**src/rtl/rau_pkg.sv**
```systemverilog
// Shared types and constants of the rational arithmetic unit.
package rau_pkg;

  localparam int FIELD_W           = 16;
  localparam int RES_NUM_W         = 33;
  localparam int RES_DEN_W         = 32;
  localparam int OPERAND_WIDTH_DEF = 16;
  localparam int QUEUE_DEPTH       = 2;

  typedef enum logic [2:0] {
    OP_ADD = 3'd0,
    OP_SUB = 3'd1,
    OP_MUL = 3'd2,
    OP_DIV = 3'd3,
    OP_RED = 3'd4,
    OP_GT  = 3'd5
  } rau_op_t;

  typedef enum logic [1:0] {
    K_NONE,
    K_ARITH,
    K_CMP
  } rau_kind_t;

  typedef struct packed {
    logic [2:0]                op;
    logic signed [FIELD_W-1:0] a_num;
    logic signed [FIELD_W-1:0] a_den;
    logic signed [FIELD_W-1:0] b_num;
    logic signed [FIELD_W-1:0] b_den;
  } rau_req_t;

  typedef struct packed {
    logic signed [RES_NUM_W-1:0] res_num;
    logic signed [RES_DEN_W-1:0] res_den;
    logic                        greater;
    logic                        zero_gcd_error;
  } rau_rsp_t;

  typedef struct packed {
    rau_kind_t kind;
    logic      greater;
  } rau_ctl_t;

  typedef enum logic [1:0] {
    F_IDLE,
    F_MUL,
    F_PUSH
  } rau_front_state_t;

  typedef enum logic [2:0] {
    B_IDLE,
    B_ALIGN,
    B_SUB,
    B_DIV,
    B_OUT
  } rau_back_state_t;

endpackage

```
**src/rtl/rau_front.sv**
```systemverilog
// Front end: accepts a word, forms the cross products and classifies the operation.
module rau_front #(
  parameter int OPERAND_WIDTH = rau_pkg::OPERAND_WIDTH_DEF,
  parameter int IW = (2 * OPERAND_WIDTH + 1 > 64) ? 64 : 2 * OPERAND_WIDTH + 1
) (
  input  logic                 clk,
  input  logic                 rst,
  input  rau_pkg::rau_req_t    req,
  input  logic                 req_valid,
  output logic                 req_ready,
  output rau_pkg::rau_ctl_t    push_ctl,
  output logic signed [IW-1:0] push_n,
  output logic signed [IW-1:0] push_d,
  output logic                 push_valid,
  input  logic                 push_ready
);
  import rau_pkg::*;

  localparam int W = OPERAND_WIDTH;

  rau_front_state_t state, state_next;
  logic [1:0]           cnt;
  logic [2:0]           op;
  logic signed [W-1:0]  an, ad, bn, bd;
  logic signed [W-1:0]  mx, my;
  logic signed [2*W-1:0] prod;
  logic signed [2*W-1:0] p0, p1, p2;
  logic signed [2*W:0]  sum_add, sum_sub;
  logic [31:0]          ext_an, ext_ad, ext_bn, ext_bd;

  // Fields are zero-extended to 32 bits, and the low operand-width bits are kept as signed values.
  assign ext_an = {{(32 - FIELD_W){1'b0}}, req.a_num};
  assign ext_ad = {{(32 - FIELD_W){1'b0}}, req.a_den};
  assign ext_bn = {{(32 - FIELD_W){1'b0}}, req.b_num};
  assign ext_bd = {{(32 - FIELD_W){1'b0}}, req.b_den};

  always_comb begin
    unique case (cnt)
      2'd0: begin
        mx = an;
        my = (op == OP_MUL) ? bn : bd;
      end
      2'd1: begin
        mx = ad;
        my = bn;
      end
      default: begin
        mx = ad;
        my = bd;
      end
    endcase
  end

  assign prod = mx * my;

  always_comb begin
    state_next = state;
    unique case (state)
      F_IDLE:  if (req_valid) state_next = F_MUL;
      F_MUL:   if (cnt == 2'd2) state_next = F_PUSH;
      F_PUSH:  if (push_ready) state_next = F_IDLE;
      default: state_next = F_IDLE;
    endcase
  end

  assign sum_add = (2*W+1)'(p0) + (2*W+1)'(p1);
  assign sum_sub = (2*W+1)'(p0) - (2*W+1)'(p1);

  always_comb begin
    req_ready  = (state == F_IDLE);
    push_valid = (state == F_PUSH);
    push_ctl.greater = 1'b0;
    push_ctl.kind    = K_ARITH;
    push_n = '0;
    push_d = IW'(p2);
    unique case (op)
      OP_ADD: push_n = sum_add[IW-1:0];
      OP_SUB: push_n = sum_sub[IW-1:0];
      OP_MUL: push_n = IW'(p0);
      OP_DIV: begin
        push_n = IW'(p0);
        push_d = IW'(p1);
      end
      OP_RED: begin
        push_n = IW'(an);
        push_d = IW'(ad);
      end
      OP_GT: begin
        push_ctl.kind    = K_CMP;
        push_ctl.greater = (p0 > p1);
        push_d           = '0;
      end
      default: begin
        push_ctl.kind = K_NONE;
        push_d        = '0;
      end
    endcase
  end

  always_ff @(posedge clk) begin
    if (rst) begin
      state <= F_IDLE;
      cnt   <= '0;
    end else begin
      state <= state_next;
      if (state == F_IDLE) cnt <= '0;
      else if (state == F_MUL) cnt <= cnt + 2'd1;
    end
  end

  always_ff @(posedge clk) begin
    if (state == F_IDLE && req_valid) begin
      op <= req.op;
      an <= ext_an[W-1:0];
      ad <= ext_ad[W-1:0];
      bn <= ext_bn[W-1:0];
      bd <= ext_bd[W-1:0];
    end
    if (state == F_MUL) begin
      unique case (cnt)
        2'd0:    p0 <= prod;
        2'd1:    p1 <= prod;
        default: p2 <= prod;
      endcase
    end
  end

endmodule

```
**src/rtl/rau_queue.sv**
```systemverilog
// Short queue that decouples the front end from the reduction engine.
module rau_queue #(
  parameter int IW    = 33,
  parameter int DEPTH = rau_pkg::QUEUE_DEPTH
) (
  input  logic                 clk,
  input  logic                 rst,
  input  rau_pkg::rau_ctl_t    push_ctl,
  input  logic signed [IW-1:0] push_n,
  input  logic signed [IW-1:0] push_d,
  input  logic                 push_valid,
  output logic                 push_ready,
  output rau_pkg::rau_ctl_t    pop_ctl,
  output logic signed [IW-1:0] pop_n,
  output logic signed [IW-1:0] pop_d,
  output logic                 pop_valid,
  input  logic                 pop_ready
);
  import rau_pkg::*;

  localparam int PW = (DEPTH > 1) ? $clog2(DEPTH) : 1;
  localparam int CW = $clog2(DEPTH + 1);

  rau_ctl_t             ent_ctl [DEPTH];
  logic signed [IW-1:0] ent_n   [DEPTH];
  logic signed [IW-1:0] ent_d   [DEPTH];
  logic [PW-1:0]        wptr, rptr;
  logic [CW-1:0]        count;
  logic                 do_push, do_pop;

  assign push_ready = (count != CW'(DEPTH));
  assign pop_valid  = (count != '0);
  assign do_push    = push_valid && push_ready;
  assign do_pop     = pop_valid && pop_ready;

  assign pop_ctl = ent_ctl[rptr];
  assign pop_n   = ent_n[rptr];
  assign pop_d   = ent_d[rptr];

  always_ff @(posedge clk) begin
    if (rst) begin
      wptr  <= '0;
      rptr  <= '0;
      count <= '0;
    end else begin
      if (do_push) wptr <= (wptr == PW'(DEPTH - 1)) ? '0 : wptr + PW'(1);
      if (do_pop)  rptr <= (rptr == PW'(DEPTH - 1)) ? '0 : rptr + PW'(1);
      if (do_push && !do_pop) count <= count + CW'(1);
      else if (do_pop && !do_push) count <= count - CW'(1);
    end
  end

  always_ff @(posedge clk) begin
    if (do_push) begin
      ent_ctl[wptr] <= push_ctl;
      ent_n[wptr]   <= push_n;
      ent_d[wptr]   <= push_d;
    end
  end

endmodule

```
**src/rtl/rau_back.sv**
```systemverilog
// Back end: Euclid GCD by shift-subtract remainders, exact division and the result register.
module rau_back #(
  parameter int OPERAND_WIDTH = rau_pkg::OPERAND_WIDTH_DEF,
  parameter int IW = (2 * OPERAND_WIDTH + 1 > 64) ? 64 : 2 * OPERAND_WIDTH + 1
) (
  input  logic                 clk,
  input  logic                 rst,
  input  rau_pkg::rau_ctl_t    pop_ctl,
  input  logic signed [IW-1:0] pop_n,
  input  logic signed [IW-1:0] pop_d,
  input  logic                 pop_valid,
  output logic                 pop_ready,
  output rau_pkg::rau_rsp_t    rsp,
  output logic                 rsp_valid,
  input  logic                 rsp_ready
);
  import rau_pkg::*;

  localparam int DCW = $clog2(IW + 1);

  rau_back_state_t state, state_next;
  rau_ctl_t        ctl;
  logic            n_neg, d_neg, g_neg, err, par;
  logic [IW-1:0]   a_rem, b_div, d_sh;
  logic [IW-1:0]   sn, sd;
  logic [IW:0]     rn, rd;
  logic [DCW-1:0]  dcnt;
  logic [IW-1:0]   nm_in, dm_in;
  logic [IW-1:0]   a_new;
  logic            rem_done;
  logic [IW:0]     tn, td;
  logic            bit_n, bit_d;
  logic            out_load;
  logic signed [IW-1:0] qn, qd;
  logic signed [63:0]   qn64, qd64;
  rau_rsp_t        rsp_next;

  assign nm_in = pop_n[IW-1] ? IW'(-pop_n) : pop_n;
  assign dm_in = pop_d[IW-1] ? IW'(-pop_d) : pop_d;

  assign a_new    = (a_rem >= d_sh) ? a_rem - d_sh : a_rem;
  assign rem_done = (d_sh == b_div);

  assign tn    = {rn[IW-1:0], sn[IW-1]};
  assign td    = {rd[IW-1:0], sd[IW-1]};
  assign bit_n = (tn >= {1'b0, b_div});
  assign bit_d = (td >= {1'b0, b_div});

  assign qn   = (n_neg ^ g_neg) ? -signed'(sn) : signed'(sn);
  assign qd   = (d_neg ^ g_neg) ? -signed'(sd) : signed'(sd);
  assign qn64 = 64'(qn);
  assign qd64 = 64'(qd);

  always_comb begin
    state_next = state;
    unique case (state)
      B_IDLE: begin
        if (pop_valid) begin
          if (pop_ctl.kind != K_ARITH || (pop_n == '0 && pop_d == '0)) state_next = B_OUT;
          else if (pop_d == '0) state_next = B_DIV;
          else state_next = B_ALIGN;
        end
      end
      B_ALIGN: if (d_sh > (a_rem >> 1)) state_next = B_SUB;
      B_SUB:   if (rem_done) state_next = (a_new == '0) ? B_DIV : B_ALIGN;
      B_DIV:   if (dcnt == DCW'(1)) state_next = B_OUT;
      B_OUT:   if (!rsp_valid || rsp_ready) state_next = B_IDLE;
      default: state_next = B_IDLE;
    endcase
  end

  always_comb begin
    pop_ready = (state == B_IDLE);
    out_load  = (state == B_OUT) && (!rsp_valid || rsp_ready);
    rsp_next  = '0;
    unique case (ctl.kind)
      K_CMP:   rsp_next.greater = ctl.greater;
      K_ARITH: begin
        if (err) begin
          rsp_next.zero_gcd_error = 1'b1;
        end else begin
          rsp_next.res_num = qn64[RES_NUM_W-1:0];
          rsp_next.res_den = qd64[RES_DEN_W-1:0];
        end
      end
      default: rsp_next = '0;
    endcase
  end

  always_ff @(posedge clk) begin
    if (rst) begin
      state     <= B_IDLE;
      rsp_valid <= 1'b0;
    end else begin
      state <= state_next;
      if (out_load) rsp_valid <= 1'b1;
      else if (rsp_ready) rsp_valid <= 1'b0;
    end
  end

  always_ff @(posedge clk) begin
    if (out_load) rsp <= rsp_next;
    unique case (state)
      B_IDLE: begin
        if (pop_valid) begin
          ctl   <= pop_ctl;
          n_neg <= pop_n[IW-1];
          d_neg <= pop_d[IW-1];
          g_neg <= pop_n[IW-1];
          err   <= (pop_n == '0 && pop_d == '0);
          par   <= 1'b0;
          a_rem <= nm_in;
          b_div <= (pop_d == '0) ? nm_in : dm_in;
          d_sh  <= dm_in;
          sn    <= nm_in;
          sd    <= dm_in;
          rn    <= '0;
          rd    <= '0;
          dcnt  <= DCW'(IW);
        end
      end
      B_ALIGN: begin
        if (d_sh <= (a_rem >> 1)) d_sh <= d_sh << 1;
      end
      B_SUB: begin
        if (rem_done) begin
          par <= ~par;
          // The divisor of this step becomes the dividend of the next one.
          if (a_new == '0) begin
            g_neg <= par ? n_neg : d_neg;
          end else begin
            a_rem <= b_div;
            b_div <= a_new;
            d_sh  <= a_new;
          end
        end else begin
          a_rem <= a_new;
          d_sh  <= d_sh >> 1;
        end
      end
      B_DIV: begin
        rn   <= bit_n ? tn - {1'b0, b_div} : tn;
        rd   <= bit_d ? td - {1'b0, b_div} : td;
        sn   <= {sn[IW-2:0], bit_n};
        sd   <= {sd[IW-2:0], bit_d};
        dcnt <= dcnt - DCW'(1);
      end
      default: begin
      end
    endcase
  end

endmodule

```
**src/rtl/rational_arith_unit.sv**
```systemverilog
// Top level of the rational arithmetic unit: front end, queue and reduction engine.
// Each request word carries two signed fractions and an opcode (add, subtract, multiply,
// divide, reduce the first fraction, greater compare) and yields exactly one response
// word. The front end takes a word only when it is idle, then forms the three cross
// products one after another on its single multiplier and hands the raw fraction to a
// two-entry queue, waiting while the queue is full, after which it can take the next word.
// The back end reduces the raw fraction by a Euclid GCD whose remainders come from a
// shift-and-subtract unit: each remainder step first shifts the divisor up to align it
// with the dividend and then shifts it back down, subtracting wherever it fits. The
// numerator and denominator are then divided by the GCD in parallel, one quotient bit
// per cycle, over the internal width (33 bits at the default operand width). Compare
// and unused opcodes skip the remainder loop and the divider. The GCD keeps the sign
// of the truncated remainder chain, so a negative GCD can flip the signs of the reduced
// result. When numerator and denominator are both zero the response is zero over zero
// with the error flag set. The result is held in an output register, so the back end
// works on the next queued word while the previous response waits.
module rational_arith_unit #(
  parameter int OPERAND_WIDTH = rau_pkg::OPERAND_WIDTH_DEF
) (
  input  logic              clk,
  input  logic              rst,
  input  rau_pkg::rau_req_t req,
  input  logic              req_valid,
  output logic              req_ready,
  output rau_pkg::rau_rsp_t rsp,
  output logic              rsp_valid,
  input  logic              rsp_ready
);
  import rau_pkg::*;

  // Internal width of the raw fraction: products plus one carry bit, capped at 64 bits.
  localparam int IW = (2 * OPERAND_WIDTH + 1 > 64) ? 64 : 2 * OPERAND_WIDTH + 1;

  rau_ctl_t             push_ctl, pop_ctl;
  logic signed [IW-1:0] push_n, push_d, pop_n, pop_d;
  logic                 push_valid, push_ready, pop_valid, pop_ready;

  rau_front #(
    .OPERAND_WIDTH(OPERAND_WIDTH),
    .IW(IW)
  ) u_front (
    .clk(clk),
    .rst(rst),
    .req(req),
    .req_valid(req_valid),
    .req_ready(req_ready),
    .push_ctl(push_ctl),
    .push_n(push_n),
    .push_d(push_d),
    .push_valid(push_valid),
    .push_ready(push_ready)
  );

  rau_queue #(
    .IW(IW),
    .DEPTH(QUEUE_DEPTH)
  ) u_queue (
    .clk(clk),
    .rst(rst),
    .push_ctl(push_ctl),
    .push_n(push_n),
    .push_d(push_d),
    .push_valid(push_valid),
    .push_ready(push_ready),
    .pop_ctl(pop_ctl),
    .pop_n(pop_n),
    .pop_d(pop_d),
    .pop_valid(pop_valid),
    .pop_ready(pop_ready)
  );

  rau_back #(
    .OPERAND_WIDTH(OPERAND_WIDTH),
    .IW(IW)
  ) u_back (
    .clk(clk),
    .rst(rst),
    .pop_ctl(pop_ctl),
    .pop_n(pop_n),
    .pop_d(pop_d),
    .pop_valid(pop_valid),
    .pop_ready(pop_ready),
    .rsp(rsp),
    .rsp_valid(rsp_valid),
    .rsp_ready(rsp_ready)
  );

endmodule

```
**config.mk**
```make
export PLATFORM = sky130hd
export DESIGN_NAME = rational_arith_unit
export DESIGN_NICKNAME = d
export VERILOG_FILES = /design/src/rtl/rau_pkg.sv /design/src/rtl/rau_front.sv /design/src/rtl/rau_queue.sv /design/src/rtl/rau_back.sv /design/src/rtl/rational_arith_unit.sv
export SDC_FILE = /design/constraint.sdc
export NUM_CORES = 2
export LEC_CHECK = 0
export BUFFER_PORTS_ARGS = -buffer_cell sky130_fd_sc_hd__buf_2
export CELL_PAD_IN_SITES_DETAIL_PLACEMENT = 1
export CELL_PAD_IN_SITES_GLOBAL_PLACEMENT = 2
export CORE_MARGIN = 2
export CORE_UTILIZATION = 42
export DETAILED_ROUTE_END_ITERATION = 6
export PLACE_DENSITY_LB_ADDON = 0.2
export SETUP_SLACK_MARGIN = 0.2
export SYNTH_ARGS = -nofsm -noshare
export SYNTH_HDL_FRONTEND = slang
export SYNTH_HIERARCHICAL = 1
export SYNTH_SLANG_ARGS = --single-unit
```
**constraint.sdc**
```tcl
create_clock -name clk -period 9.7 [get_ports clk]
set_input_delay 1.94 -clock clk [delete_from_list [all_inputs] [get_ports clk]]
set_output_delay 1.94 -clock clk [all_outputs]
set_load 0.01 [all_outputs]
```
==> metrics.yaml <==
dr.pass1.iters: 5
setup_tns_ns: 0
clkLatencyLatePin_ns: 0.69
grt_overflow: 0
wl_um: 160000
synth_cells: 4941
grt_pass1_wl_um: 243000
rsz0062_at_grt: "false"
ant_nets: 0
synth_cell_types: 102
hp-class: "reg2reg"
status: "finished, final reports clean"
maxClockFrequency_ghz: 0.119
cts_hold_buf: 0
pin_count: 140
arrival_ns: 8.83
layout_common_cells: "613 x edfxtp_1, 598 x nor2_1, 516 x inv_1"
tightestPinTransition_ns: 1.11
crit_path_end_kind: "flip-flop"
drcViolationCount: 0
setup_violations: 0
ys_warn_count: 6
design_area_sq_um: 53600
syn_area_sq_um: 48700
avgSynthCellArea_sq_um: 9.85
period_share: 0.870
num_rows: 124
grtUsageMet2: 0.488
finalHoldViolations: 0
fin_worst_skew_ns: 0.0365
synth_top_area_share: 0.378
max-cap-violations: 0
placed_cells: 6460
drive_above_1_share: 0.0955
final_nets: 5653
maxSlewHeadroom: 0.257
initial_core_util: 0.424
path_class: "reg2reg"
antenna_found_initial: 4
cts_buffers: 77
yosys_register_bits: 626
clk_path_buf_depth: 3
regArea_sq_um: 18700
syn_nets: 5567
fp.dieH_um: 344
vias: 37300
cpMaxStageDelayCell: "a22oi_1"
start_kind: "flip-flop"
multi_input_area_sq_um: 27300
crit_top_cell: "fa_1"
cts.sinks: 626
cts_tree: "built"
initialDrtViolationCount: 2334
yosysSeqAreaShare: 0.384
cts.clk_slew.worst_paths_ns: 0.06
yosys-top-cells-area: "edfxtp_1 38%, fa_1 11%, ha_1 7.4%"
routedWlPerCell_um: 24.3
cts_root_buffer: "clkbuf_16"
fin_cells: 6603
synth-main-ff-cell: "edfxtp_1"
busiest_layer: "met2"
layout.cells.most_common: "edfxtp_1"
htree_levels: 3
worst_path_largest_cell_delay_ns: 0.79
post_cts_buffers: 0
grt_pass1_vias: 39300
async_flop_share: 0
fillers: 12800
dpl_cell_area_sq_um: 51100
final.min_clock_period_ns: 8.43
grt_util_met1: 0.330
globalRouteMet3Util: 0.0277
numPortBuffers: 139
ctsResizeCount: 0
cp_max_fo: 25
die_area_sq_um: 119000
die-width_um: 344
core-area_sq_um: 115000
routabilityCongestion: 0.915
synth_area_leader_cell: "edfxtp_1"
post-dp-hpwl_um: 127000
grt_usage: 0.272
syn_to_final_growth_pct: 10.2
via_per_inst: 5.65
synth_edf_count: 613
grt_max_degree: 184
crit_required_ns: 10.10
drv_slew: 0
-- cell usage after synthesis, drive strengths merged (31+ instances only) --
master / n
nand4: 48
nand3: 54
a21oi: 427
nor2: 601
nor2b: 77
nor3: 61
fa: 267
a21o: 77
xor2: 150
mux2i: 114
nand2: 339
or3: 40
mux2: 87
nor4: 34
nand2b: 41
edfxtp: 613
o21ai: 233
xnor2: 147
o221ai: 31
o31ai: 36
inv: 519
a31oi: 36
a211oi: 37
buf: 46
ha: 288
clkbuf: 161
-- logic make-up (layout without fill, tap and decap cells) --
family,Yosys count,after routing,share of synthesized area
flip-flops,626,626,0.384
AND/OR/NAND/NOR,1420,1420,0.135
buffers and inverters,726,874,0.0577
multiplexers,201,201,0.0444
adder cells (fa/ha/maj),555,555,0.184
other,0,2,0
AO/OA/AOI/OAI,1116,1116,0.142
XOR/XNOR,297,297,0.0535
-- worst paths after layout --
path                                  startpoint          endpoint  slack, ns  cells past startpoint
worst min-delay path            u_queue/count[1]  u_queue/count[1]       0.52                      2
worst min register to register  u_queue/count[1]  u_queue/count[1]       0.52                      2
worst max register to register    u_front/cnt[0]    u_front/p0[31]       1.27                     26
worst max-delay path              u_front/cnt[0]    u_front/p0[31]       1.27                     26
-- metrics by stage --
stage | util | setup WS (ns) | hold WS, ns
2_1_floorplan | - | 1.89 | 0.469
3_3_place_gp | 0.445 | 1.43 | 0.488
3_5_place_dp | 0.445 | 1.22 | 0.511
4_1_cts | 0.468 | 1.21 | 0.523
5_1_grt | 0.468 | 0.893 | 0.555
6_report | 0.468 | 1.27 | 0.518
-- worst max-delay path: cells and delay by family (launching register included) --
family / cells / cell delay [ns]
buffers and inverters: 4 / 0.41
AND/OR/NAND/NOR: 6 / 1.26
AO/OA/AOI/OAI: 7 / 2.07
adder cells (fa/ha/maj): 8 / 3.92
flip-flops: 1 / 0.38
XOR/XNOR: 1 / 0.10
-- per-layer routing --
| metal | share of wire | wire length (um) |
|---|---|---|
| met4 | 0.047 | 7580 |
| met2 | 0.50 | 80700 |
| met1 | 0.41 | 66200 |
| met3 | 0.036 | 5800 |
| met5 | 0 | 0 |
-- area by class of cell --
type,instances,share of cell area
multi-input cells,3589,0.509
flip-flops and latches,626,0.348
clock buffers,91,0.0369
inverters,519,0.0363
well taps,1512,0.0353
repair buffers,214,0.0237
clock inverters,50,0.0110
diodes,2,0.0000933
-- registers in the layout, summed over array words and instances (netlist names), 3 cells and up, named ones only --
name / cells
u_back/a_rem: 33
u_front/p0: 32
u_back/state: 3
u_queue/ent_d: 66
u_back/rsp: 67
u_back/dcnt: 6
u_back/rd: 33
u_front/p2: 32
u_front/op: 3
u_queue/ent_n: 66
u_front/bd: 16
u_front/p1: 32
u_back/rn: 33
u_back/sd: 33
u_front/ad: 16
u_back/sn: 33
u_queue/ent_ctl: 6
u_back/b_div: 33
u_back/ctl: 3
u_back/d_sh: 33
u_front/bn: 16
u_front/an: 16
Power is not shown: default switching activity piles up to over one toggle a cycle in this logic, so the estimate is an artifact.
